### src/hdl/pid_position_axis_controller_top_assert.svh
// assertion macros shared by the axis controller
`ifndef PID_POSITION_AXIS_CONTROLLER_TOP_ASSERT_SVH
`define PID_POSITION_AXIS_CONTROLLER_TOP_ASSERT_SVH

// same-cycle implication
`define PPAC_ASSERT_IMP(lbl, clk, rst, ante, cons, msg) \
   lbl: assert property (@(posedge clk) disable iff (rst) (ante) |-> (cons)) \
      else $error(msg);

// next-cycle implication
`define PPAC_ASSERT_NXT(lbl, clk, rst, ante, cons, msg) \
   lbl: assert property (@(posedge clk) disable iff (rst) (ante) |=> (cons)) \
      else $error(msg);

`endif

### src/hdl/ppac_pkg.sv
package ppac_pkg;

   // field widths
   localparam int POS_W          = 16;
   localparam int MS_W           = 16;
   localparam int GAIN_W         = 24;
   localparam int DEADBAND_W     = 15;
   localparam int DUTY_W         = 10;
   localparam int GAIN_FRAC_BITS = 16;

   // datapath widths
   localparam int ERR_W        = POS_W + 1;
   localparam int DIFF_W       = ERR_W + 1;
   localparam int INTEG_W      = 48;
   localparam int ACC_W        = INTEG_W + 1;
   localparam int INTEG_HALF_W = INTEG_W / 2;
   localparam int IPROD_W      = 2 * POS_W;
   localparam int PMAG_W       = POS_W + GAIN_W;
   localparam int MUL_A_W      = 32;
   localparam int MUL_B_W      = GAIN_W;
   localparam int MUL_P_W      = MUL_A_W + MUL_B_W;
   localparam int SUM_W        = 64;
   localparam int DRIVE_W      = SUM_W - GAIN_FRAC_BITS;

   // long divider
   localparam int NUM_W          = 72;
   localparam int DIV_W          = MS_W;
   localparam int DIV_RADIX_BITS = 4;
   localparam int DIV_STEPS      = NUM_W / DIV_RADIX_BITS;
   localparam int DIV_CNT_W      = $clog2(DIV_STEPS);

   // constants
   localparam int MS_PER_S = 1000;
   localparam logic [DUTY_W-1:0]  DUTY_CAP      = DUTY_W'(1000);
   localparam logic [MS_W-1:0]    TIMEOUT_RESET = MS_W'(500);
   localparam logic [INTEG_W-1:0] INTEG_MAX     = {1'b0, {(INTEG_W-1){1'b1}}};
   localparam logic [INTEG_W-1:0] INTEG_MIN     = {1'b1, {(INTEG_W-1){1'b0}}};

   // register map
   localparam int CSR_IDX_W  = 3;
   localparam int CSR_DATA_W = GAIN_W;
   localparam logic [CSR_IDX_W-1:0] REG_PROP_GAIN  = CSR_IDX_W'(0);
   localparam logic [CSR_IDX_W-1:0] REG_INTEG_GAIN = CSR_IDX_W'(1);
   localparam logic [CSR_IDX_W-1:0] REG_DERIV_GAIN = CSR_IDX_W'(2);
   localparam logic [CSR_IDX_W-1:0] REG_DEADBAND   = CSR_IDX_W'(3);
   localparam logic [CSR_IDX_W-1:0] REG_MAX_DUTY   = CSR_IDX_W'(4);
   localparam logic [CSR_IDX_W-1:0] REG_TIMEOUT    = CSR_IDX_W'(5);

   typedef struct packed {
      logic [GAIN_W-1:0]     prop_gain;
      logic [GAIN_W-1:0]     integ_gain;
      logic [GAIN_W-1:0]     deriv_gain;
      logic [DEADBAND_W-1:0] deadband_ticks;
      logic [DUTY_W-1:0]     max_duty;
      logic [MS_W-1:0]       silence_limit_ms;
   } cfg_type;

   typedef enum logic [3:0] {
      ST_IDLE,
      ST_CHECK,
      ST_FAIL,
      ST_MUL_IE,
      ST_ACC,
      ST_MUL_ILO,
      ST_MUL_IHI,
      ST_MUL_D1,
      ST_MUL_D2,
      ST_DIV_I,
      ST_DIV_D_LOAD,
      ST_DIV_D,
      ST_SUM1,
      ST_SUM2,
      ST_FIN
   } state_type;

   typedef enum logic [2:0] {
      MUL_ERR_ELAPSED,
      MUL_ERR_PGAIN,
      MUL_ILO_IGAIN,
      MUL_IHI_IGAIN,
      MUL_DIFF_MS,
      MUL_DPROD_DGAIN
   } mul_sel_type;

   typedef enum logic {
      DIV_SRC_INTEG,
      DIV_SRC_DERIV
   } div_src_type;

   typedef struct packed {
      logic        load;
      logic        clear_state;
      logic        mul_go;
      mul_sel_type mul_sel;
      logic        acc;
      logic        pmag_store;
      logic        num_lo;
      logic        num_hi;
      logic        div_start;
      div_src_type div_src;
      logic        imag_store;
      logic        sum_first;
      logic        sum_second;
      logic        rsp_load;
      logic        rsp_failsafe;
   } cmd_type;

   typedef struct packed {
      logic elapsed_zero;
      logic timeout;
      logic div_busy;
      logic div_done;
      logic rsp_free;
   } sts_type;

endpackage

### src/hdl/ppac_req_if.sv
interface ppac_req_if;
   import ppac_pkg::*;

   logic                    valid;
   logic                    ready;
   logic signed [POS_W-1:0] target_position;
   logic signed [POS_W-1:0] measured_position;
   logic [MS_W-1:0]         elapsed_ms;
   logic [MS_W-1:0]         ms_since_packet;

   modport source (
      output valid, target_position, measured_position, elapsed_ms, ms_since_packet,
      input  ready
   );

   modport sink (
      input  valid, target_position, measured_position, elapsed_ms, ms_since_packet,
      output ready
   );
endinterface

### src/hdl/ppac_rsp_if.sv
interface ppac_rsp_if;
   import ppac_pkg::*;

   logic              valid;
   logic              ready;
   logic [DUTY_W-1:0] forward_duty;
   logic [DUTY_W-1:0] reverse_duty;
   logic              failsafe_active;
   logic              in_deadband;

   modport source (
      output valid, forward_duty, reverse_duty, failsafe_active, in_deadband,
      input  ready
   );

   modport sink (
      input  valid, forward_duty, reverse_duty, failsafe_active, in_deadband,
      output ready
   );
endinterface

### src/hdl/ppac_csr_if.sv
interface ppac_csr_if;
   import ppac_pkg::*;

   logic                  valid;
   logic                  ready;
   logic [CSR_IDX_W-1:0]  index;
   logic [CSR_DATA_W-1:0] data;

   modport source (
      output valid, index, data,
      input  ready
   );

   modport sink (
      input  valid, index, data,
      output ready
   );
endinterface

### src/hdl/ppac_div.sv
module ppac_div (
   input  logic                          clock,
   input  logic                          reset,
   input  logic                          start,
   input  logic [ppac_pkg::NUM_W-1:0]    dividend,
   input  logic [ppac_pkg::DIV_W-1:0]    divisor,
   output logic                          busy,
   output logic                          done,
   output logic [ppac_pkg::NUM_W-1:0]    quotient
);
   import ppac_pkg::*;

   logic                 busy_ff, busy_in;
   logic [DIV_CNT_W-1:0] count_ff, count_in;
   logic [NUM_W-1:0]     quo_ff, quo_in;
   logic [DIV_W-1:0]     rem_ff, rem_in;
   logic [DIV_W-1:0]     dsr_ff, dsr_in;
   logic [DIV_W:0]       trial;
   logic [DIV_W-1:0]     rem_v;
   logic [NUM_W-1:0]     quo_v;
   logic                 last;

   assign last = busy_ff && (count_ff == DIV_CNT_W'(DIV_STEPS - 1));

   // several restoring steps per cycle, remainder stays below the divisor
   always_comb begin
      rem_v = rem_ff;
      quo_v = quo_ff;
      trial = '0;
      for (int i = 0; i < DIV_RADIX_BITS; i++) begin
         trial = {rem_v, quo_v[NUM_W-1]};
         quo_v = {quo_v[NUM_W-2:0], 1'b0};
         if (trial >= {1'b0, dsr_ff}) begin
            rem_v    = DIV_W'(trial - {1'b0, dsr_ff});
            quo_v[0] = 1'b1;
         end else begin
            rem_v = trial[DIV_W-1:0];
         end
      end
   end

   // load on start, then shift quotient bits in
   always_comb begin
      busy_in  = busy_ff;
      count_in = count_ff;
      quo_in   = quo_ff;
      rem_in   = rem_ff;
      dsr_in   = dsr_ff;
      if (start) begin
         busy_in  = 1'b1;
         count_in = '0;
         quo_in   = dividend;
         rem_in   = '0;
         dsr_in   = divisor;
      end else if (busy_ff) begin
         quo_in   = quo_v;
         rem_in   = rem_v;
         count_in = DIV_CNT_W'(count_ff + 1'b1);
         if (last) begin
            busy_in = 1'b0;
         end
      end
   end

   always_ff @(posedge clock) begin
      if (reset) begin
         busy_ff  <= 1'b0;
         count_ff <= '0;
      end else begin
         busy_ff  <= busy_in;
         count_ff <= count_in;
      end
   end

   always_ff @(posedge clock) begin
      quo_ff <= quo_in;
      rem_ff <= rem_in;
      dsr_ff <= dsr_in;
   end

   assign busy     = busy_ff;
   assign done     = last;
   assign quotient = quo_ff;

endmodule

### src/hdl/ppac_dpath.sv
module ppac_dpath (
   input  logic                               clock,
   input  logic                               reset,
   input  ppac_pkg::cmd_type                  cmd,
   output ppac_pkg::sts_type                  sts,
   input  ppac_pkg::cfg_type                  cfg,
   input  logic signed [ppac_pkg::POS_W-1:0]  target_position,
   input  logic signed [ppac_pkg::POS_W-1:0]  measured_position,
   input  logic [ppac_pkg::MS_W-1:0]          elapsed_ms,
   input  logic [ppac_pkg::MS_W-1:0]          ms_since_packet,
   input  logic                               rsp_ready,
   output logic                               rsp_valid,
   output logic [ppac_pkg::DUTY_W-1:0]        forward_duty,
   output logic [ppac_pkg::DUTY_W-1:0]        reverse_duty,
   output logic                               failsafe_active,
   output logic                               in_deadband
);
   import ppac_pkg::*;

   // latched item
   logic [ERR_W-1:0]   err_ff, err_in;
   logic [MS_W-1:0]    elapsed_ff, elapsed_in;
   logic [MS_W-1:0]    silence_ff, silence_in;

   // loop state
   logic [INTEG_W-1:0] integ_ff, integ_in;
   logic [ERR_W-1:0]   prev_ff, prev_in;

   // working registers
   logic [DIFF_W-1:0]  diff_ff, diff_in;
   logic [MUL_P_W-1:0] prod_ff, prod_in;
   logic [PMAG_W-1:0]  pmag_ff, pmag_in;
   logic [NUM_W-1:0]   num_ff, num_in;
   logic [SUM_W-1:0]   imag_ff, imag_in;
   logic [SUM_W-1:0]   part_ff, part_in;
   logic [SUM_W-1:0]   sum_ff, sum_in;

   // result register
   logic               rsp_valid_ff, rsp_valid_in;
   logic [DUTY_W-1:0]  fwd_ff, fwd_in;
   logic [DUTY_W-1:0]  rev_ff, rev_in;
   logic               fs_ff, fs_in;
   logic               db_ff, db_in;

   logic [ERR_W-1:0]   err_abs;
   logic [DIFF_W-1:0]  diff_abs;
   logic [INTEG_W-1:0] integ_abs;
   logic [ACC_W-1:0]   term_mag, term_s, acc_sum;
   logic [MUL_A_W-1:0] mul_a;
   logic [MUL_B_W-1:0] mul_b;
   logic [MUL_P_W-1:0] mul_p;
   logic [SUM_W-1:0]   p_ext, i_ext, d_ext, p_s, i_s, d_s, sum_abs;
   logic [DRIVE_W-1:0] drive_full;
   logic [DUTY_W-1:0]  limit, drive;
   logic               deadband, sum_pos, sum_neg;
   logic               div_start, div_busy, div_done;
   logic [NUM_W-1:0]   div_num, div_quo;
   logic [DIV_W-1:0]   div_dsr;

   // magnitudes
   assign err_abs   = err_ff[ERR_W-1] ? ERR_W'(~err_ff + 1'b1) : err_ff;
   assign diff_abs  = diff_ff[DIFF_W-1] ? DIFF_W'(~diff_ff + 1'b1) : diff_ff;
   assign integ_abs = integ_ff[INTEG_W-1] ? INTEG_W'(~integ_ff + 1'b1) : integ_ff;

   // shared multiplier operand select
   always_comb begin
      mul_a = '0;
      mul_b = '0;
      case (cmd.mul_sel)
         MUL_ERR_ELAPSED: begin
            mul_a = MUL_A_W'(err_abs);
            mul_b = MUL_B_W'(elapsed_ff);
         end
         MUL_ERR_PGAIN: begin
            mul_a = MUL_A_W'(err_abs);
            mul_b = cfg.prop_gain;
         end
         MUL_ILO_IGAIN: begin
            mul_a = MUL_A_W'(integ_abs[INTEG_HALF_W-1:0]);
            mul_b = cfg.integ_gain;
         end
         MUL_IHI_IGAIN: begin
            mul_a = MUL_A_W'(integ_abs[INTEG_W-1:INTEG_HALF_W]);
            mul_b = cfg.integ_gain;
         end
         MUL_DIFF_MS: begin
            mul_a = MUL_A_W'(diff_abs);
            mul_b = MUL_B_W'(MS_PER_S);
         end
         MUL_DPROD_DGAIN: begin
            mul_a = prod_ff[MUL_A_W-1:0];
            mul_b = cfg.deriv_gain;
         end
         default: begin
            mul_a = '0;
            mul_b = '0;
         end
      endcase
   end

   assign mul_p = MUL_P_W'(mul_a) * MUL_P_W'(mul_b);

   // integral update with saturation
   assign term_mag = ACC_W'(prod_ff[IPROD_W-1:0]);
   assign term_s   = err_ff[ERR_W-1] ? ACC_W'(~term_mag + 1'b1) : term_mag;
   assign acc_sum  = ACC_W'({integ_ff[INTEG_W-1], integ_ff} + term_s);

   // signed terms of the drive sum
   assign p_ext = SUM_W'(pmag_ff);
   assign i_ext = imag_ff;
   assign d_ext = div_quo[SUM_W-1:0];
   assign p_s   = err_ff[ERR_W-1] ? SUM_W'(~p_ext + 1'b1) : p_ext;
   assign i_s   = integ_ff[INTEG_W-1] ? SUM_W'(~i_ext + 1'b1) : i_ext;
   assign d_s   = diff_ff[DIFF_W-1] ? SUM_W'(~d_ext + 1'b1) : d_ext;

   // drive magnitude, clamp and deadband
   assign sum_neg    = sum_ff[SUM_W-1];
   assign sum_pos    = !sum_neg && (sum_ff != '0);
   assign sum_abs    = sum_neg ? SUM_W'(~sum_ff + 1'b1) : sum_ff;
   assign drive_full = sum_abs[SUM_W-1:GAIN_FRAC_BITS];
   assign limit      = (cfg.max_duty > DUTY_CAP) ? DUTY_CAP : cfg.max_duty;
   assign drive      = (drive_full > DRIVE_W'(limit)) ? limit : drive_full[DUTY_W-1:0];
   assign deadband   = err_abs < ERR_W'(cfg.deadband_ticks);

   // divider operands
   assign div_start = cmd.div_start;
   assign div_num   = (cmd.div_src == DIV_SRC_INTEG) ? num_ff : NUM_W'(prod_ff);
   assign div_dsr   = (cmd.div_src == DIV_SRC_INTEG) ? DIV_W'(MS_PER_S) : elapsed_ff;

   ppac_div u_div (
      .clock    (clock),
      .reset    (reset),
      .start    (div_start),
      .dividend (div_num),
      .divisor  (div_dsr),
      .busy     (div_busy),
      .done     (div_done),
      .quotient (div_quo)
   );

   // working register next values
   always_comb begin
      err_in     = err_ff;
      elapsed_in = elapsed_ff;
      silence_in = silence_ff;
      diff_in    = diff_ff;
      prod_in    = prod_ff;
      pmag_in    = pmag_ff;
      num_in     = num_ff;
      imag_in    = imag_ff;
      part_in    = part_ff;
      sum_in     = sum_ff;
      if (cmd.load) begin
         err_in     = ERR_W'({target_position[POS_W-1], target_position}
                             - {measured_position[POS_W-1], measured_position});
         elapsed_in = elapsed_ms;
         silence_in = ms_since_packet;
      end
      if (cmd.mul_go) begin
         prod_in = mul_p;
      end
      if (cmd.acc) begin
         diff_in = DIFF_W'({err_ff[ERR_W-1], err_ff} - {prev_ff[ERR_W-1], prev_ff});
      end
      if (cmd.pmag_store) begin
         pmag_in = prod_ff[PMAG_W-1:0];
      end
      if (cmd.num_lo) begin
         num_in = NUM_W'(prod_ff);
      end
      if (cmd.num_hi) begin
         num_in = NUM_W'(num_ff + NUM_W'({prod_ff, {INTEG_HALF_W{1'b0}}}));
      end
      if (cmd.imag_store) begin
         imag_in = div_quo[SUM_W-1:0];
      end
      if (cmd.sum_first) begin
         part_in = SUM_W'(p_s + i_s);
      end
      if (cmd.sum_second) begin
         sum_in = SUM_W'(part_ff + d_s);
      end
   end

   // loop state next values
   always_comb begin
      integ_in = integ_ff;
      prev_in  = prev_ff;
      if (cmd.clear_state) begin
         integ_in = '0;
         prev_in  = '0;
      end else if (cmd.acc) begin
         prev_in = err_ff;
         if (acc_sum[ACC_W-1] != acc_sum[ACC_W-2]) begin
            integ_in = acc_sum[ACC_W-1] ? INTEG_MIN : INTEG_MAX;
         end else begin
            integ_in = acc_sum[INTEG_W-1:0];
         end
      end else if (cmd.rsp_load && deadband) begin
         integ_in = '0;
      end
   end

   // result register
   always_comb begin
      rsp_valid_in = rsp_valid_ff && !rsp_ready;
      fwd_in       = fwd_ff;
      rev_in       = rev_ff;
      fs_in        = fs_ff;
      db_in        = db_ff;
      if (cmd.rsp_load) begin
         rsp_valid_in = 1'b1;
         if (cmd.rsp_failsafe) begin
            fwd_in = '0;
            rev_in = '0;
            fs_in  = 1'b1;
            db_in  = 1'b0;
         end else begin
            fwd_in = (!deadband && sum_pos) ? drive : '0;
            rev_in = (!deadband && sum_neg) ? drive : '0;
            fs_in  = 1'b0;
            db_in  = deadband;
         end
      end
   end

   always_ff @(posedge clock) begin
      if (reset) begin
         integ_ff     <= '0;
         prev_ff      <= '0;
         rsp_valid_ff <= 1'b0;
      end else begin
         integ_ff     <= integ_in;
         prev_ff      <= prev_in;
         rsp_valid_ff <= rsp_valid_in;
      end
   end

   always_ff @(posedge clock) begin
      err_ff     <= err_in;
      elapsed_ff <= elapsed_in;
      silence_ff <= silence_in;
      diff_ff    <= diff_in;
      prod_ff    <= prod_in;
      pmag_ff    <= pmag_in;
      num_ff     <= num_in;
      imag_ff    <= imag_in;
      part_ff    <= part_in;
      sum_ff     <= sum_in;
      fwd_ff     <= fwd_in;
      rev_ff     <= rev_in;
      fs_ff      <= fs_in;
      db_ff      <= db_in;
   end

   // status toward the controller
   always_comb begin
      sts.elapsed_zero = (elapsed_ff == '0);
      sts.timeout      = silence_ff > cfg.silence_limit_ms;
      sts.div_busy     = div_busy;
      sts.div_done     = div_done;
      sts.rsp_free     = !rsp_valid_ff || rsp_ready;
   end

   assign rsp_valid       = rsp_valid_ff;
   assign forward_duty    = fwd_ff;
   assign reverse_duty    = rev_ff;
   assign failsafe_active = fs_ff;
   assign in_deadband     = db_ff;

endmodule

### src/hdl/ppac_ctrl.sv
`include "pid_position_axis_controller_top_assert.svh"

module ppac_ctrl (
   input  logic              clock,
   input  logic              reset,
   input  logic              req_valid,
   output logic              req_ready,
   input  ppac_pkg::sts_type sts,
   output ppac_pkg::cmd_type cmd
);
   import ppac_pkg::*;

   state_type state_ff, state_in;

   // next state
   always_comb begin
      state_in = state_ff;
      case (state_ff)
         ST_IDLE: begin
            if (req_valid) begin
               state_in = ST_CHECK;
            end
         end
         ST_CHECK: begin
            if (sts.elapsed_zero) begin
               state_in = ST_IDLE;
            end else if (sts.timeout) begin
               state_in = ST_FAIL;
            end else begin
               state_in = ST_MUL_IE;
            end
         end
         ST_FAIL: begin
            if (sts.rsp_free) begin
               state_in = ST_IDLE;
            end
         end
         ST_MUL_IE:  state_in = ST_ACC;
         ST_ACC:     state_in = ST_MUL_ILO;
         ST_MUL_ILO: state_in = ST_MUL_IHI;
         ST_MUL_IHI: state_in = ST_MUL_D1;
         ST_MUL_D1:  state_in = ST_MUL_D2;
         ST_MUL_D2:  state_in = ST_DIV_I;
         ST_DIV_I: begin
            if (sts.div_done) begin
               state_in = ST_DIV_D_LOAD;
            end
         end
         ST_DIV_D_LOAD: state_in = ST_DIV_D;
         ST_DIV_D: begin
            if (sts.div_done) begin
               state_in = ST_SUM1;
            end
         end
         ST_SUM1: state_in = ST_SUM2;
         ST_SUM2: state_in = ST_FIN;
         ST_FIN: begin
            if (sts.rsp_free) begin
               state_in = ST_IDLE;
            end
         end
         default: state_in = ST_IDLE;
      endcase
   end

   // datapath commands
   always_comb begin
      cmd       = '0;
      req_ready = 1'b0;
      case (state_ff)
         ST_IDLE: begin
            req_ready = 1'b1;
            cmd.load  = req_valid;
         end
         ST_CHECK: begin
            cmd = '0;
         end
         ST_FAIL: begin
            if (sts.rsp_free) begin
               cmd.rsp_load     = 1'b1;
               cmd.rsp_failsafe = 1'b1;
               cmd.clear_state  = 1'b1;
            end
         end
         ST_MUL_IE: begin
            cmd.mul_go  = 1'b1;
            cmd.mul_sel = MUL_ERR_ELAPSED;
         end
         ST_ACC: begin
            cmd.acc     = 1'b1;
            cmd.mul_go  = 1'b1;
            cmd.mul_sel = MUL_ERR_PGAIN;
         end
         ST_MUL_ILO: begin
            cmd.pmag_store = 1'b1;
            cmd.mul_go     = 1'b1;
            cmd.mul_sel    = MUL_ILO_IGAIN;
         end
         ST_MUL_IHI: begin
            cmd.num_lo  = 1'b1;
            cmd.mul_go  = 1'b1;
            cmd.mul_sel = MUL_IHI_IGAIN;
         end
         ST_MUL_D1: begin
            cmd.num_hi  = 1'b1;
            cmd.mul_go  = 1'b1;
            cmd.mul_sel = MUL_DIFF_MS;
         end
         ST_MUL_D2: begin
            cmd.mul_go    = 1'b1;
            cmd.mul_sel   = MUL_DPROD_DGAIN;
            cmd.div_start = 1'b1;
            cmd.div_src   = DIV_SRC_INTEG;
         end
         ST_DIV_D_LOAD: begin
            cmd.imag_store = 1'b1;
            cmd.div_start  = 1'b1;
            cmd.div_src    = DIV_SRC_DERIV;
         end
         ST_SUM1: begin
            cmd.sum_first = 1'b1;
         end
         ST_SUM2: begin
            cmd.sum_second = 1'b1;
         end
         ST_FIN: begin
            cmd.rsp_load = sts.rsp_free;
         end
         default: begin
            cmd       = '0;
            req_ready = 1'b0;
         end
      endcase
   end

   always_ff @(posedge clock) begin
      if (reset) begin
         state_ff <= ST_IDLE;
      end else begin
         state_ff <= state_in;
      end
   end

   // checks on sequencing against the datapath
   `PPAC_ASSERT_IMP(a_div_start_idle, clock, reset, cmd.div_start, !sts.div_busy,
                    "divider started while busy")
   `PPAC_ASSERT_NXT(a_div_runs, clock, reset, cmd.div_start, sts.div_busy,
                    "divider not running after start")
   `PPAC_ASSERT_IMP(a_done_waiting, clock, reset, sts.div_done,
                    (state_ff == ST_DIV_I) || (state_ff == ST_DIV_D),
                    "divider finished outside a wait state")
   `PPAC_ASSERT_NXT(a_load_checks, clock, reset, cmd.load, state_ff == ST_CHECK,
                    "accepted item not checked next")

endmodule

### src/hdl/pid_position_axis_controller_top.sv
// channel   dir  handshake     payload
// req_bus   in   valid/ready   target_position, measured_position, elapsed_ms, ms_since_packet
// rsp_bus   out  valid/ready   forward_duty, reverse_duty, failsafe_active, in_deadband
// csr_bus   in   valid/ready   index, data (always ready)
//
// a normal tick goes from one transfer to the earliest next one through the check, the
// shared multiplier steps, two passes through the radix-16 long divider and the sums
// a packet timeout tick goes from the check to failsafe; a zero elapsed tick gives no result
// the result sits in an output register, so the next tick is taken while it waits
// the sequencer holds in its last state while an earlier result is still not taken
// synchronous reset clears the integral, previous error, control state and result valid flag
module pid_position_axis_controller_top (
   input logic        clock,
   input logic        reset,
   ppac_req_if.sink   req_bus,
   ppac_rsp_if.source rsp_bus,
   ppac_csr_if.sink   csr_bus
);
   import ppac_pkg::*;

   cfg_type cfg_ff, cfg_in;
   cmd_type cmd;
   sts_type sts;
   logic    req_ready;
   logic    csr_fire;

   // configuration registers
   assign csr_bus.ready = 1'b1;
   assign csr_fire      = csr_bus.valid && csr_bus.ready;

   always_comb begin
      cfg_in = cfg_ff;
      if (csr_fire) begin
         case (csr_bus.index)
            REG_PROP_GAIN:  cfg_in.prop_gain        = csr_bus.data[GAIN_W-1:0];
            REG_INTEG_GAIN: cfg_in.integ_gain       = csr_bus.data[GAIN_W-1:0];
            REG_DERIV_GAIN: cfg_in.deriv_gain       = csr_bus.data[GAIN_W-1:0];
            REG_DEADBAND:   cfg_in.deadband_ticks   = csr_bus.data[DEADBAND_W-1:0];
            REG_MAX_DUTY:   cfg_in.max_duty         = csr_bus.data[DUTY_W-1:0];
            REG_TIMEOUT:    cfg_in.silence_limit_ms = csr_bus.data[MS_W-1:0];
            default:        cfg_in = cfg_ff;
         endcase
      end
   end

   always_ff @(posedge clock) begin
      if (reset) begin
         cfg_ff.prop_gain        <= '0;
         cfg_ff.integ_gain       <= '0;
         cfg_ff.deriv_gain       <= '0;
         cfg_ff.deadband_ticks   <= '0;
         cfg_ff.max_duty         <= DUTY_CAP;
         cfg_ff.silence_limit_ms <= TIMEOUT_RESET;
      end else begin
         cfg_ff <= cfg_in;
      end
   end

   // sequencer
   assign req_bus.ready = req_ready;

   ppac_ctrl u_ctrl (
      .clock     (clock),
      .reset     (reset),
      .req_valid (req_bus.valid),
      .req_ready (req_ready),
      .sts       (sts),
      .cmd       (cmd)
   );

   // arithmetic and result register
   ppac_dpath u_dpath (
      .clock             (clock),
      .reset             (reset),
      .cmd               (cmd),
      .sts               (sts),
      .cfg               (cfg_ff),
      .target_position   (req_bus.target_position),
      .measured_position (req_bus.measured_position),
      .elapsed_ms        (req_bus.elapsed_ms),
      .ms_since_packet   (req_bus.ms_since_packet),
      .rsp_ready         (rsp_bus.ready),
      .rsp_valid         (rsp_bus.valid),
      .forward_duty      (rsp_bus.forward_duty),
      .reverse_duty      (rsp_bus.reverse_duty),
      .failsafe_active   (rsp_bus.failsafe_active),
      .in_deadband       (rsp_bus.in_deadband)
   );

endmodule
### src/flat_wrapper.sv
// flat-port wrapper written by rule: the top's interface ports become plain ports
module pid_position_axis_controller_top_flat import ppac_pkg::*;
  (clock, reset, req_bus_valid, req_bus_target_position, req_bus_measured_position, req_bus_elapsed_ms, req_bus_ms_since_packet, req_bus_ready, rsp_bus_valid, rsp_bus_forward_duty, rsp_bus_reverse_duty, rsp_bus_failsafe_active, rsp_bus_in_deadband, rsp_bus_ready, csr_bus_valid, csr_bus_index, csr_bus_data, csr_bus_ready);
  ppac_req_if req_bus_i ();
  ppac_rsp_if rsp_bus_i ();
  ppac_csr_if csr_bus_i ();
  input logic clock;
  input logic reset;
  input wire logic [$bits(req_bus_i.valid)-1:0] req_bus_valid;
  input wire logic [$bits(req_bus_i.target_position)-1:0] req_bus_target_position;
  input wire logic [$bits(req_bus_i.measured_position)-1:0] req_bus_measured_position;
  input wire logic [$bits(req_bus_i.elapsed_ms)-1:0] req_bus_elapsed_ms;
  input wire logic [$bits(req_bus_i.ms_since_packet)-1:0] req_bus_ms_since_packet;
  output wire logic [$bits(req_bus_i.ready)-1:0] req_bus_ready;
  output wire logic [$bits(rsp_bus_i.valid)-1:0] rsp_bus_valid;
  output wire logic [$bits(rsp_bus_i.forward_duty)-1:0] rsp_bus_forward_duty;
  output wire logic [$bits(rsp_bus_i.reverse_duty)-1:0] rsp_bus_reverse_duty;
  output wire logic [$bits(rsp_bus_i.failsafe_active)-1:0] rsp_bus_failsafe_active;
  output wire logic [$bits(rsp_bus_i.in_deadband)-1:0] rsp_bus_in_deadband;
  input wire logic [$bits(rsp_bus_i.ready)-1:0] rsp_bus_ready;
  input wire logic [$bits(csr_bus_i.valid)-1:0] csr_bus_valid;
  input wire logic [$bits(csr_bus_i.index)-1:0] csr_bus_index;
  input wire logic [$bits(csr_bus_i.data)-1:0] csr_bus_data;
  output wire logic [$bits(csr_bus_i.ready)-1:0] csr_bus_ready;
  assign req_bus_i.valid = req_bus_valid;
  assign req_bus_i.target_position = req_bus_target_position;
  assign req_bus_i.measured_position = req_bus_measured_position;
  assign req_bus_i.elapsed_ms = req_bus_elapsed_ms;
  assign req_bus_i.ms_since_packet = req_bus_ms_since_packet;
  assign req_bus_ready = req_bus_i.ready;
  assign rsp_bus_valid = rsp_bus_i.valid;
  assign rsp_bus_forward_duty = rsp_bus_i.forward_duty;
  assign rsp_bus_reverse_duty = rsp_bus_i.reverse_duty;
  assign rsp_bus_failsafe_active = rsp_bus_i.failsafe_active;
  assign rsp_bus_in_deadband = rsp_bus_i.in_deadband;
  assign rsp_bus_i.ready = rsp_bus_ready;
  assign csr_bus_i.valid = csr_bus_valid;
  assign csr_bus_i.index = csr_bus_index;
  assign csr_bus_i.data = csr_bus_data;
  assign csr_bus_ready = csr_bus_i.ready;
  pid_position_axis_controller_top u_core (.clock(clock), .reset(reset), .req_bus(req_bus_i), .rsp_bus(rsp_bus_i), .csr_bus(csr_bus_i));
endmodule
### config.mk
export PLATFORM = sky130hd
export DESIGN_NAME = pid_position_axis_controller_top_flat
export DESIGN_NICKNAME = d
export VERILOG_FILES = /design/src/hdl/ppac_pkg.sv /design/src/hdl/ppac_req_if.sv /design/src/hdl/ppac_rsp_if.sv /design/src/hdl/ppac_csr_if.sv /design/src/hdl/ppac_div.sv /design/src/hdl/ppac_dpath.sv /design/src/hdl/ppac_ctrl.sv /design/src/hdl/pid_position_axis_controller_top.sv /design/src/flat_wrapper.sv
export VERILOG_INCLUDE_DIRS = /design/src /design/src/hdl
export SDC_FILE = /design/constraint.sdc
export NUM_CORES = 2
export LEC_CHECK = 0
export ABC_CLOCK_PERIOD_IN_PS = 27400
export BUFFER_PORTS_ARGS = -buffer_cell sky130_fd_sc_hd__buf_2
export CAP_MARGIN = 25
export CORE_ASPECT_RATIO = 1.1
export CORE_UTILIZATION = 62
export CTS_BUF_LIST = sky130_fd_sc_hd__clkbuf_4
export DETAILED_ROUTE_END_ITERATION = 12
export HOLD_SLACK_MARGIN = 0.02
export PLACE_DENSITY = 0.79
export SLEW_MARGIN = 20
export SYNTH_ARGS = -nofsm -noshare
export SYNTH_HDL_FRONTEND = slang
export SYNTH_SLANG_ARGS = --single-unit
### constraint.sdc
create_clock -name clock -period 27.4 [get_ports clock]
set_input_delay 2.74 -clock clock [delete_from_list [all_inputs] [get_ports clock]]
set_output_delay 2.74 -clock clock [all_outputs]
set_load 0.02 [all_outputs]
After elaboration in Yosys (flattened, before gate mapping):

Cells that the tools add are included.

* bits in registers: 742
* input bits: 96
* output and inout bits: 25
* logic and storage cells: 187

* add/subtract/negate cells: 19
* reductions and logical operators: 33
* multipliers: 1
* multiplexer cells: 57
* equality and inequality tests: 30
* bitwise operators: 10
* magnitude comparators: 8

Operators with widths (count)
* 2-to-1 mux 72 bit: 5
* adder 64 x 1 -> 64 bit, second input constant: 4
* 2-to-1 mux 64 bit: 4
* 2-to-1 mux 48 bit: 5
* inverter 64 bit: 3
* case mux 32 bit (5 select lines): 1
* adder 64 bit: 2
* case mux 24 bit (5 select lines): 1
* adder 72 bit: 1
* greater-or-equal comparator 17 x 16 -> 1 bit: 4
* 2-to-1 mux 16 bit: 4
* inverter 40 -> 64 bit: 1
* nonzero test 64 bit: 1
* subtractor 16 bit: 4
* multiplier 32 x 24 -> 56 bit: 1
* case mux 4 bit (14 select lines): 1
* adder 49 x 1 -> 49 bit, second input constant: 1
* adder 49 bit: 1
* 2-to-1 mux 49 bit: 1
* inverter 32 -> 49 bit: 1
* adder 48 x 1 -> 48 bit, second input constant: 1
* greater-than comparator 48 x 10 -> 1 bit: 1
* inverter 48 bit: 1
* equality test 4 bit, second input constant: 7
* 40 further kinds: 102

Depth between registers and ports, before layout:

* word-level depth: 10
* gate-level depth with buffers: 51
* mapped depth without buffers: 45

Hierarchy:

A second synthesis with hierarchy kept.

* cells, all modules: 8476
* area, all modules: 77834.6 um^2

Modules (own cells, without submodules)
* ppac_dpath: area an instance 64510.6 um^2, instances 1, cells an instance 7182, seq. area each 14804.2 um^2
* ppac_div: area an instance 8389.3 um^2, instances 1, cells an instance 815, seq. area each 3083.0 um^2
* pid_position_axis_controller_top: area an instance 4514.3 um^2, instances 1, cells an instance 414, seq. area each 2262.2 um^2
* ppac_ctrl: area an instance 420.4 um^2, instances 1, cells an instance 65, seq. area each 80.1 um^2

Least setup slack after synthesis:

OpenSTA, ideal clock, no wires.

* kind: register to register
* start point: reg u_core.u_dpath.u_div.dsr_ff[1]
* end point: reg u_core.u_dpath.u_div.rem_ff[14]
* library setup time: 0.086 ns
* buffers on the path: 6
* data required time: 27.314 ns
* cell stages (with the launch flop): 50
* arrival time: 10.894 ns
* slack: 16.421 ns
* clock period less this slack: 10.979 ns
* cell sequence: edfxtp_1 -> inv_1 -> ha_1 -> nand3_1 -> nor4_1 -> a211o_1 -> a2111oi_0 -> and2_1 -> clkbuf_1 -> clkbuf_1 -> mux2_2 -> inv_1 -> ha_1 -> nor2b_1 -> o31a_1 -> or4_1 -> a21oi_1 -> o221ai_1 -> (+14 left out) -> or3_1 -> clkbuf_1 -> clkbuf_1 -> nor2_1 -> a21oi_1 -> fa_1 -> a21o_1 -> a21oi_1 -> o21bai_1 -> a21o_1 -> a21oi_1 -> o21ai_0 -> o41a_1 -> a21o_1 -> a21oi_1 -> xnor2_1 -> mux2i_1 -> a211oi_1

* word-level cells in the longest chain between the ends: 8
* elaborated cells between the ends (all ways): 12
* those cells by class: add/sub: 4; order compare: 4; mux: 4

Ends and longest elaborated chain
* start: declaration: line ppac_div.sv:17 `logic [DIV_W-1:0] dsr_ff, dsr_in;`
* start signal: assignment: line ppac_div.sv:78 `dsr_ff <= dsr_in;`
* subtractor 16 bit / greater-or-equal comparator 17 x 16 -> 1 bit (equally long branches): line ppac_div.sv:34, ppac_div.sv:33
* 2-to-1 mux 16 bit: line ppac_div.sv:33 `if (trial >= {1'b0, dsr_ff}) begin`
* subtractor 16 bit / greater-or-equal comparator 17 x 16 -> 1 bit (equally long branches): line ppac_div.sv:34, ppac_div.sv:33
* 2-to-1 mux 16 bit: line ppac_div.sv:33
* subtractor 16 bit / greater-or-equal comparator 17 x 16 -> 1 bit (equally long branches): line ppac_div.sv:34, ppac_div.sv:33
* 2-to-1 mux 16 bit: line ppac_div.sv:33
* subtractor 16 bit / greater-or-equal comparator 17 x 16 -> 1 bit (equally long branches): line ppac_div.sv:34, ppac_div.sv:33
* 2-to-1 mux 16 bit (*): line ppac_div.sv:33
* end signal: assignment: line ppac_div.sv:77 `rem_ff <= rem_in;`
* end: declaration: line ppac_div.sv:16 `logic [DIV_W-1:0] rem_ff, rem_in;`

Mark *: on every way between the ends. The rest lies on a longest branch, timed or not.
A chain may end at the register's enable or synchronous reset.

Final worst setup path:

Same ends and word-level chain as after synthesis.

==> impl_metrics.env <==
export IMPL_status="complete, no violations"
export IMPL_clkSinkCount=742
export IMPL_drtIter0Drc=5427
export IMPL_r2r_cells=46
export IMPL_multi_input_area_sq_mm=0.0504
export IMPL_holdWs_ns=0.455
export IMPL_crit_type="flop to flop"
export IMPL_maxCapViolCount=0
export IMPL_cts_hold_buf=0
export IMPL_gr_total_overflow=0
export IMPL_cp_max_fo=24
export IMPL_worst_hold_path_type="flop to flop"
export IMPL_fill_cells=9638
export IMPL_slowest_delay_ns=0.78
export IMPL_die_height_um=367
export IMPL_final_core_utilization_pct=66.7
export IMPL_antenna_found_initial=8
export IMPL_p_int_uw=4780
export IMPL_cts_root_buf="clkbuf_4"
export IMPL_num_vias=62072
export IMPL_p_leak_uw=0.0349
export IMPL_cts_resized=0
export IMPL_hold_path_endpoint="u_core.cfg_ff[67]"
export IMPL_core_sq_mm=0.120
export IMPL_cpLargestDelayFamily="compound AO/OA/AOI/OAI gates"
export IMPL_dpl_cell_count=9844
export IMPL_cts_tree="done"
export IMPL_post_route_period_util_pct=43.0
export IMPL_areaGrowthSynthToFinish_pct=6.33
export IMPL_p_seq_share_pct=17.0
export IMPL_cts_buffers_inserted=189
export IMPL_synth_cells=8386
export IMPL_drt_wl_total_um=214000
export IMPL_portBuffers=119
export IMPL_peakVddDrop_v=0.000372
export IMPL_ioPinCount=121
export IMPL_viasPerCell=6.08
export IMPL_syn_area_sq_mm=0.0753
export IMPL_grt_usage_pct=35.2
export IMPL_synth_cell_types=89
export IMPL_clk_pin_slew_ns=0.07
export IMPL_synth_fp_nets=9699
export IMPL_path_buf_inv=6
export IMPL_finClkSkew_ns=0.0980
export IMPL_power_share_clock_pct=10.4
export IMPL_pre_cts_ws_ns=15.75
export IMPL_clk_latency_ns=1.20
export IMPL_finalSetupViolations=0
export IMPL_slew_headroom_pct=25.2
export IMPL_setup_ws_ns=15.61
export IMPL_ys_seq_area_share_pct=26.9
export IMPL_start_util_pct=62.8
export IMPL_min_from="u_core.cfg_ff[67]"
export IMPL_cp_end_kind="flop"
export IMPL_tns_ns=0
export IMPL_avgSynthCellArea_sq_um=8.98
export IMPL_r2r_start="u_core.u_dpath.u_div.dsr_ff[1]"
export IMPL_tightest_slew_ns=1.12
export IMPL_fin_cells=10212
export IMPL_async_flop_share_pct=0
export IMPL_startpoint_type="flop"
export IMPL_rows=133
export IMPL_htreeDepth=4
export IMPL_worstReg2RegEnd="u_core.u_dpath.u_div.rem_ff[14]"
export IMPL_yosysWarnings=0
export IMPL_grt_max_degree=116
export IMPL_ys_dominant_reg_cell="edfxtp_1"
export IMPL_drc=0
export IMPL_post_dp_hpwl_um=165000
export IMPL_dr_pass1_iters=8
export IMPL_hold_violations=0
export IMPL_fmax_mhz=84.8
export IMPL_cts_buffer_depth=3
export IMPL_grt_pass1_vias=62046
export IMPL_finalNetCount=9733
export IMPL_rsz0062_at_grt="false"
export IMPL_cpMaxStageDelayCell="a2111oi_0"
export IMPL_ys_ff_latch=742
export IMPL_whs_path_depth=2
export IMPL_cp_startpoint="u_core.u_dpath.u_div.dsr_ff[1]"
export IMPL_drive_above_1_share_pct=7.51
export IMPL_critPathMostFrequentCell="a21oi_1"
export IMPL_swShare_pct=48.1
export IMPL_p_sw_uw=4430
export IMPL_grt_pass1_wl_um=338000
export IMPL_routabilityCongestion=0.998
export IMPL_drt_wirelength_per_cell_um=21.0
export IMPL_die_area_sq_mm=0.123
export IMPL_synth_edf_count=537
export IMPL_post_cts_buffers=0
export IMPL_period_minus_slack_ns=11.79
export IMPL_die_x_um=334
export IMPL_p_per_area_mw_per_mm2=115
export IMPL_regArea_sq_mm=0.0202
export IMPL_crit_required_ns=28.45
export IMPL_ant_nets=0
export IMPL_drv_slew=0
export IMPL_ff2ff_setup_slack_ns=15.61
export IMPL_crit_arrival_ns=12.84
export IMPL_combPwrFrac_pct=72.6
state kept, by name (all words and copies together) (netlist names), 10 cells and up:
register                       flops
u_core.u_dpath.sum_ff             64
u_core.u_dpath.i_ext              64
u_core.u_dpath.prev_ff            17
u_core.u_dpath.prod_ff            56
u_core.u_dpath.part_ff            64
u_core.u_dpath.reverse_duty       10
u_core.u_dpath.diff_ff            18
u_core.u_dpath.u_div.quotient     72
u_core.u_dpath.num_ff             72
u_core.u_dpath.forward_duty       10
u_core.u_dpath.u_div.rem_ff       16
u_core.u_dpath.silence_ff         16
u_core.u_dpath.integ_ff           48
u_core.cfg_ff                    113
u_core.u_dpath.err_ff             17
u_core.u_dpath.u_div.dsr_ff       16
u_core.u_dpath.elapsed_ff         16
u_core.u_dpath.pmag_ff            40
power groups by stage:
stage | clock network, uW | logic [uW] | registers (uW)
6_report | 961 | 6690 | 1570
5_1_grt | 1040 | 7460 | 1560
4_1_cts | 978 | 6610 | 1560
3_5_place_dp | 0 | 6550 | 1590
3_3_place_gp | 0 | 6510 | 1580
2_1_floorplan | 0 | 5100 | 1540
cells by family (layout without fill, tap and decap cells):
logic type / after synthesis / after routing / synth area share [%]
muxes: 112 / 112 / 1.54
buffers and inverters: 1318 / 1510 / 6.61
adders and majority gates: 1219 / 1219 / 26.9
DFF: 742 / 742 / 26.9
xor gates and xnor gates: 604 / 604 / 7.03
and+or+nand+nor: 2604 / 2604 / 15.9
AOI/OAI and AO/OA: 1786 / 1786 / 15.2
other: 1 / 15 / 0.00498
synth_stat cells, drive strengths merged (19+ instances only):
| library cell | number | area, sq um |
|---|---|---|
| nand2 | 1287 | 4830 |
| o31ai | 91 | 683 |
| and2 | 187 | 1170 |
| a21boi | 26 | 195 |
| o41ai | 55 | 482 |
| or2 | 34 | 213 |
| o211ai | 22 | 165 |
| o21bai | 49 | 368 |
| nand4 | 60 | 375 |
| dfxtp | 205 | 4100 |
| o31a | 34 | 298 |
| inv | 943 | 3540 |
| edfxtp | 537 | 16100 |
| nor2b | 60 | 375 |
| xnor2 | 447 | 3920 |
| clkbuf | 342 | 1280 |
| xor2 | 157 | 1380 |
| or4 | 42 | 319 |
| o21a | 68 | 510 |
| o21ai | 453 | 2270 |
| nand3b | 19 | 143 |
| and3 | 47 | 294 |
| a31oi | 37 | 231 |
| ha | 549 | 6870 |
| buf | 32 | 150 |
| nand2b | 101 | 632 |
| mux2 | 26 | 300 |
| fa | 668 | 13400 |
| nor3 | 95 | 475 |
| nor2 | 430 | 1610 |
| mux2i | 86 | 861 |
| nand3 | 95 | 475 |
| nor4 | 39 | 265 |
| or3 | 71 | 444 |
| a21o | 219 | 1640 |
| a21oi | 489 | 2450 |
| a211oi | 38 | 285 |
worst register-to-register path, delay by kind of cell, from the launching register on:
| family | cells | cell delay, ns |
|---|---|---|
| compound gates | 24 | 6.38 |
| xor+xnor | 1 | 0.13 |
| fa+ha+maj | 4 | 1.27 |
| buf+inv | 6 | 1.23 |
| flops | 1 | 0.46 |
| mux | 2 | 0.52 |
| simple gates | 9 | 1.74 |
worst max-delay path by stage:
stage               cells past startpoint  slack (ns)                              end
global placement                       46       15.72  u_core.u_dpath.u_div.rem_ff[14]
floorplan                              49       16.42  u_core.u_dpath.u_div.rem_ff[14]
finish                                 46       15.61  u_core.u_dpath.u_div.rem_ff[14]
global route                           45       14.82   u_core.u_dpath.u_div.rem_ff[7]
detailed placement                     46       15.75  u_core.u_dpath.u_div.rem_ff[14]
CTS                                    46       15.63  u_core.u_dpath.u_div.rem_ff[14]
cell type report:
cell class                 count  share of cell area, %
sequential                   742                   25.3
antenna                       14                 0.0438
timing repair buffer         217                   1.74
inverter                     944                   4.43
clock buffer                 275                   2.58
clock inverter                74                  0.509
multi-input combinational   6326                   62.9
tap                         1620                   2.53
placed cells by master, fill, tap and decap left out, types with 95 or more instances in the layout:
| cell type | netlist | layout |
|---|---|---|
| ha_1 | 549 | 549 |
| a21o_1 | 219 | 219 |
| nand3_1 | 95 | 95 |
| nand2_1 | 1287 | 1285 |
| a21oi_1 | 489 | 489 |
| o21ai_0 | 448 | 441 |
| nor2_1 | 430 | 425 |
| xor2_1 | 157 | 157 |
| xnor2_1 | 447 | 446 |
| and2_1 | 186 | 186 |
| buf_2 | 3 | 118 |
| edfxtp_1 | 537 | 537 |
| clkbuf_4 | 0 | 275 |
| inv_1 | 943 | 941 |
| dfxtp_1 | 205 | 203 |
| fa_1 | 668 | 668 |
| nand2b_1 | 101 | 100 |
metrics by stage:
stage	cell area (sq um)	total power [uW]
3_5_place_dp	77500	8140
5_1_grt	80000	10100
3_3_place_gp	77400	8100
6_report	80100	9210
2_1_floorplan	75300	6640
4_1_cts	79900	9150
routing by layer:
layer	vias up	routed length (um)	global-route usage, %
li1	28707	-	-
met1	29963	84000	44.5
met2	2772	99200	57.1
met3	630	18000	5.79
met4	0	13300	20.1
met5	-	0	0
No activity file was read; power rests on OpenSTA's default activity.
